[config.mk]
export PLATFORM = sky130hd
export DESIGN_NAME = lds_cfg
export DESIGN_NICKNAME = d
export VERILOG_FILES = /design/src/sv/lds_pkg.sv /design/src/sv/lds_cfg.sv
export SDC_FILE = /design/constraint.sdc
export NUM_CORES = 1
export LEC_CHECK = 0
export BUFFER_PORTS_ARGS = -buffer_cell sky130_fd_sc_hd__buf_2
export CAP_MARGIN = 20
export CORE_ASPECT_RATIO = 1.75
export CORE_MARGIN = 2
export CORE_UTILIZATION = 53
export CTS_CLUSTER_DIAMETER = 100
export DETAILED_ROUTE_END_ITERATION = 8
export PLACE_DENSITY = 0.85
export SLEW_MARGIN = 5
export SYNTH_ARGS = -nofsm -noshare
export SYNTH_HDL_FRONTEND = slang
export SYNTH_SLANG_ARGS = --single-unit
[constraint.sdc]
create_clock -name clk -period 1.3 [get_ports clk]
set_input_delay 0.13 -clock clk [delete_from_list [all_inputs] [get_ports clk]]
set_output_delay 0.13 -clock clk [all_outputs]
set_load 0.01 [all_outputs]
[src/sv/lds_pkg.sv]
// Shared widths, register indexes, reset values and types for the Langevin site step.
package lds_pkg;

	// Field and register widths
	localparam int DATA_W       = 32;
	localparam int FRAC_W       = 24;
	localparam int NOISE_W      = 16;
	localparam int NOISE_FRAC_W = 12;
	localparam int DAMP_W       = 31;
	localparam int DT_W         = 25;
	localparam int STIFF_W      = 31;
	localparam int GAIN_W       = 31;
	localparam int CFG_IDX_W    = 8;
	localparam int CFG_DATA_W   = 31;

	// Internal sum widths, sized to the largest magnitude each can reach
	localparam int NP_W  = 35;
	localparam int PN_W  = 43;
	localparam int VN_W  = 37;
	localparam int X3_W  = 48;
	localparam int ACC_W = 57;
	localparam int NV_W  = 60;

	// 1.0 in signed Q8.24, the upper limit of the time ramp
	localparam logic signed [DATA_W-1:0] ONE_Q = 32'sd16777216;

	// Register reset values
	localparam logic [DAMP_W-1:0]  DAMP_RST  = 31'd16777216;
	localparam logic [DT_W-1:0]    DT_RST    = 25'd134218;
	localparam logic [STIFF_W-1:0] STIFF_RST = 31'd67108864;
	localparam logic [GAIN_W-1:0]  GAIN_RST  = 31'd474531;

	// Register indexes on the configuration port
	typedef enum logic [CFG_IDX_W-1:0] {
		REG_DAMPING      = 8'd0,
		REG_TIME_STEP    = 8'd1,
		REG_STIFFNESS_SQ = 8'd2,
		REG_NOISE_GAIN   = 8'd3
	} reg_idx_t;

	// Current register contents, seen by the datapath
	typedef struct packed {
		logic [DAMP_W-1:0]  damping;
		logic [DT_W-1:0]    time_step;
		logic [STIFF_W-1:0] stiffness_sq;
		logic [GAIN_W-1:0]  noise_gain;
	} cfg_t;

	// Last datapath stage: unsaturated sums with their valid bit
	typedef struct packed {
		logic                   valid;
		logic signed [NP_W-1:0] np;
		logic signed [NV_W-1:0] nv;
	} pipe_out_t;

endpackage

[src/sv/lds_cfg.sv]
// Configuration register file of the Langevin site step.
module lds_cfg (
	input  logic                         clk,
	input  logic                         arst_n,
	input  logic                         cfg_write,
	input  logic [lds_pkg::CFG_IDX_W-1:0]  cfg_index,
	input  logic [lds_pkg::CFG_DATA_W-1:0] cfg_data,
	output lds_pkg::cfg_t                cfg
);
	import lds_pkg::*;

	cfg_t cfg_q;

	// Take a write on its index; drop writes beyond the register list
	always_ff @(posedge clk or negedge arst_n) begin
		if (!arst_n) begin
			cfg_q.damping      <= DAMP_RST;
			cfg_q.time_step    <= DT_RST;
			cfg_q.stiffness_sq <= STIFF_RST;
			cfg_q.noise_gain   <= GAIN_RST;
		end else if (cfg_write) begin
			unique case (cfg_index)
				REG_DAMPING:      cfg_q.damping      <= cfg_data[DAMP_W-1:0];
				REG_TIME_STEP:    cfg_q.time_step    <= cfg_data[DT_W-1:0];
				REG_STIFFNESS_SQ: cfg_q.stiffness_sq <= cfg_data[STIFF_W-1:0];
				REG_NOISE_GAIN:   cfg_q.noise_gain   <= cfg_data[GAIN_W-1:0];
				default: ;
			endcase
		end
	end

	assign cfg = cfg_q;

endmodule

## Word level (Yosys, flattened, before mapping)

Index checks and enable logic that the tools add are counted.
W data, S select, Z words.

| operators by class | value |
|---|---|
| reduce and logical (&&, ||, !) cells | 5 |
| eq/ne operators | 3 |

Operators with widths:

| kind | count |
|---|---|
| $eq A8 B2 Y1 const B | 2 |
| $eq A8 B1 Y1 const B | 1 |
| $logic_not A8 Y1 | 1 |
| $reduce_and A2 Y1 | 4 |

| word-level totals | value |
|---|---|
| bits of input ports | 42 |
| word-level logic and storage cells | 12 |
| register bits after elaboration | 118 |
| output and inout port bits | 118 |

## Logic depth before layout (Yosys ltp)

| depth | value |
|---|---|
| depth after elaboration | 2 |
| gate-level depth with buffers | 4 |
| gate-level depth less buffers | 3 |

## Least setup slack after synthesis

Ideal clock, no wire load.

| timing path | value |
|---|---|
| path kind | in2reg |
| start | input cfg_index[6] (netlist name) |
| end | register cfg_q (netlist bit cfg[110]) |
| path slack | -147 ps |
| buffers on the path | 1 |
| required time | 1,175 ps |
| stages | 4 |
| setup time | 125 ps |
| data arrival time | 1,322 ps |
| cells stage by stage | nor4b_4 > and4bb_4 > buf_6 > mux2_2 |

| on the way | value |
|---|---|
| word-level cells in the longest chain between the ends | 2 |

RTL lines:

| what | RTL line | RTL |
|---|---|---|
| start: declaration | lds_cfg.sv:6 | `input logic [lds_pkg::CFG_IDX_W-1:0] cfg_index,` |
| $logic_not A8 Y1 | lds_cfg.sv:22 | `unique case (cfg_index)` |
| $reduce_and A2 Y1 (no source line) | -- |  |
| end: declaration | lds_cfg.sv:12 | `cfg_t cfg_q;` |

Every way passes these cells.
A chain may end at the register's enable or synchronous reset.

## Worst setup path in the final report

| timing path | value |
|---|---|
| start | input cfg_index[2] (netlist name) |
| end | register cfg_q (netlist bit cfg[45]) |

| on the way | value |
|---|---|
| word-level cells in the longest chain between the ends | 2 |

RTL lines:

| what | RTL line |
|---|---|
| $eq A8 B2 Y1 | lds_cfg.sv:22 |
| $reduce_and A2 Y1 (no source line) | -- |

Every way passes these cells.

==> metrics.cfg <==
[cells_and_area]
drive_above_1_share_pct=73.4
areaGrowthSynthToFinish_pct=40.6
multi_input_area_um2=1450
seq_area_um2=2980
final_common_cell=buf_2
largest_reg_flops=118
final_area_um2=6400
layout_common_cells=buf_2 (158), mux2_2 (110), dfrtp_1 (98)
fillCellCount=483
layout.nets=499
post-route-util_pct=77.0

[timing]
setup_ws_ns=0.0958
slew_headroom_pct=73.1
skew_ns=0
drv_slew=0
clock.fmax_mhz=830
period_minus_slack_ns=1.20
final-setup-viol-count=0
whs_ns=0.0151
hold_viol=0
worst_slew_pin_slew_ns=0.403
grt_setup_unrepaired=false
final.setup.tns_ns=0
fin_crit_sh_pct=92.6

[floorplan]
start_util_pct=54.8
fp.dieW_um=74.1
num_rows=44
pin_count=160
die-area_um2=9380
core-area_um2=8310
die_h_um=127

[clock_network]
clk-insertion-delay-late_ns=0.40
cts.sinks=118
path_clk_slew_ns=0.05
htreeDepth=4
cts_buffers=17
cts_setup_buffers=0
ctsRootBufferMaster=clkbuf_16
cts_tree=yes
clk_path_buf_depth=2

[route]
drt_iter0_drc=80
wl_per_cell_um=18.3
viasPerCell=4.98
vias=2921
drtAntennaViolNets=0
dr.pass1.iters=4
drc=0
wirelength_mm=10.7

[critical_path]
cp_slowest_cell=nor4b_4
arrival_ns=1.49
worstSetupPathType=input pin to register
critPathMaxFanout=16
worstPathRequired_ns=1.59
worst-path-buf-inv=3
cpLargestDelayFamily=buffers and inverters
slowest_delay_ns=0.37
cp-start-kind=input pin
endpoint_kind=register
crit_chain=buf_2 > nor4b_4 > buf_4 > nand4b_2 > buf_4 > mux2_2
crit_top_cell=buf_4

[synth]
synth_cell_type_count=12
synth_top_area_cell=dfrtp_1
synth-seq-cells=118
ys_warn_count=0
avgSynthCellArea_um2=18.0
synth_top_area_share_pct=53.8
synth_area_leaders=dfrtp_1 (54%), mux2_2 (27%), dfstp_2 (12%)
netlist_area_um2=4550
seq_area_frac_synth_pct=65.4
syn_nets=295
synthCells=253

[placed_design]
hpwlAfterDp_mm=7.02
postPlaceCellArea_um2=5540
routabilityCongestion=0.756
portBuffers=159
pre_cts_ws_ns=-0.305

[grt]
grt_max_degree=42
grt_usage_pct=24.7
overflow=0
grt_antenna_before_repair=1
grt_pass1_wl_mm=16.9
grt_pass1_vias=3230

[run]
drv_cap=0

[pwr]
leakage_nw=3.61
pwr_density_cell_nw_per_um2=1490
ir_worst_vdd_uv=1080

[hold_path]
hold_class=input pin to register

[status]
outcome=completed

## logic make-up (layout without fill, tap and decap cells)
family        Yosys count  after routing  share of synthesized area, %
flops                 118            118                          65.4
other cells             0              1                             0
simple gates            6              6                          2.23
buf+inv                11            228                          2.72
mux                   118            118                          29.7
## worst paths after layout
kind                       slack [ns]              endpoint  cells past startpoint                  from
setup / recovery                  0.1   cfg[45]$_DFFE_PN0P_                      6          cfg_index[2]
hold / removal                   0.02   cfg[86]$_DFFE_PN0P_                      2          cfg_data[24]
setup reg to reg                 0.49   cfg[40]$_DFFE_PN0P_                      1   cfg[40]$_DFFE_PN0P_
hold reg to reg                  0.49  cfg[115]$_DFFE_PN0P_                      1  cfg[115]$_DFFE_PN0P_
max in group asynchronous        0.45  cfg[111]$_DFFE_PN1P_                      3                arst_n
min in group asynchronous        0.22   cfg[31]$_DFFE_PN0P_                      2                arst_n
## synthesized netlist by cell type
cell type and instances:
mux2_2 110, dfrtp_1 98, dfstp_2 20, buf_6 11, mux2_4 6, mux2_1 2, and4bb_4 1, nand4_2 1
nand4b_2 1, nand4b_4 1, nor3_2 1, nor4b_4 1
## metrics by stage
stage	cells	power (mW)
floorplan	253	4.28
global placement	530	4.67
detailed placement	530	4.70
CTS	585	9.64
global route	585	9.88
finish	586	9.56
## per-layer routing
| layer | global-route usage (%) | up-vias | wire length (um) | part of all wire [%] |
|---|---|---|---|---|
| met5 | 0 | - | 0 | 0 |
| met4 | 13.7 | 0 | 310 | 2.9 |
| met3 | 5.88 | 22 | 412 | 3.8 |
| met2 | 43.0 | 100 | 6000 | 56 |
| met1 | 26.4 | 1477 | 4000 | 37 |
| li1 | - | 1322 | - | - |
## repair_timing
item,4_1_cts,5_1_grt
hold buffers,23,0
setup endpoints to repair,0,0
resized for setup,0,0
endpoints found under the hold margin,90,0
## cell type report
type                       count  share of cell area [%]
antenna                        1                  0.0391
tap                          115                    2.25
clock buffer                  25                    8.05
sequential                   118                    46.5
timing repair buffer         196                    18.7
multi-input combinational    124                    22.7
clock inverter                 7                    1.80
## power by group
part / switching, mW / internal [mW]
Clock: 1.56 / 3.31
Sequential: 0.0885 / 3.88
Combinational: 0.366 / 0.364
Power figures use the tool's default switching activity.
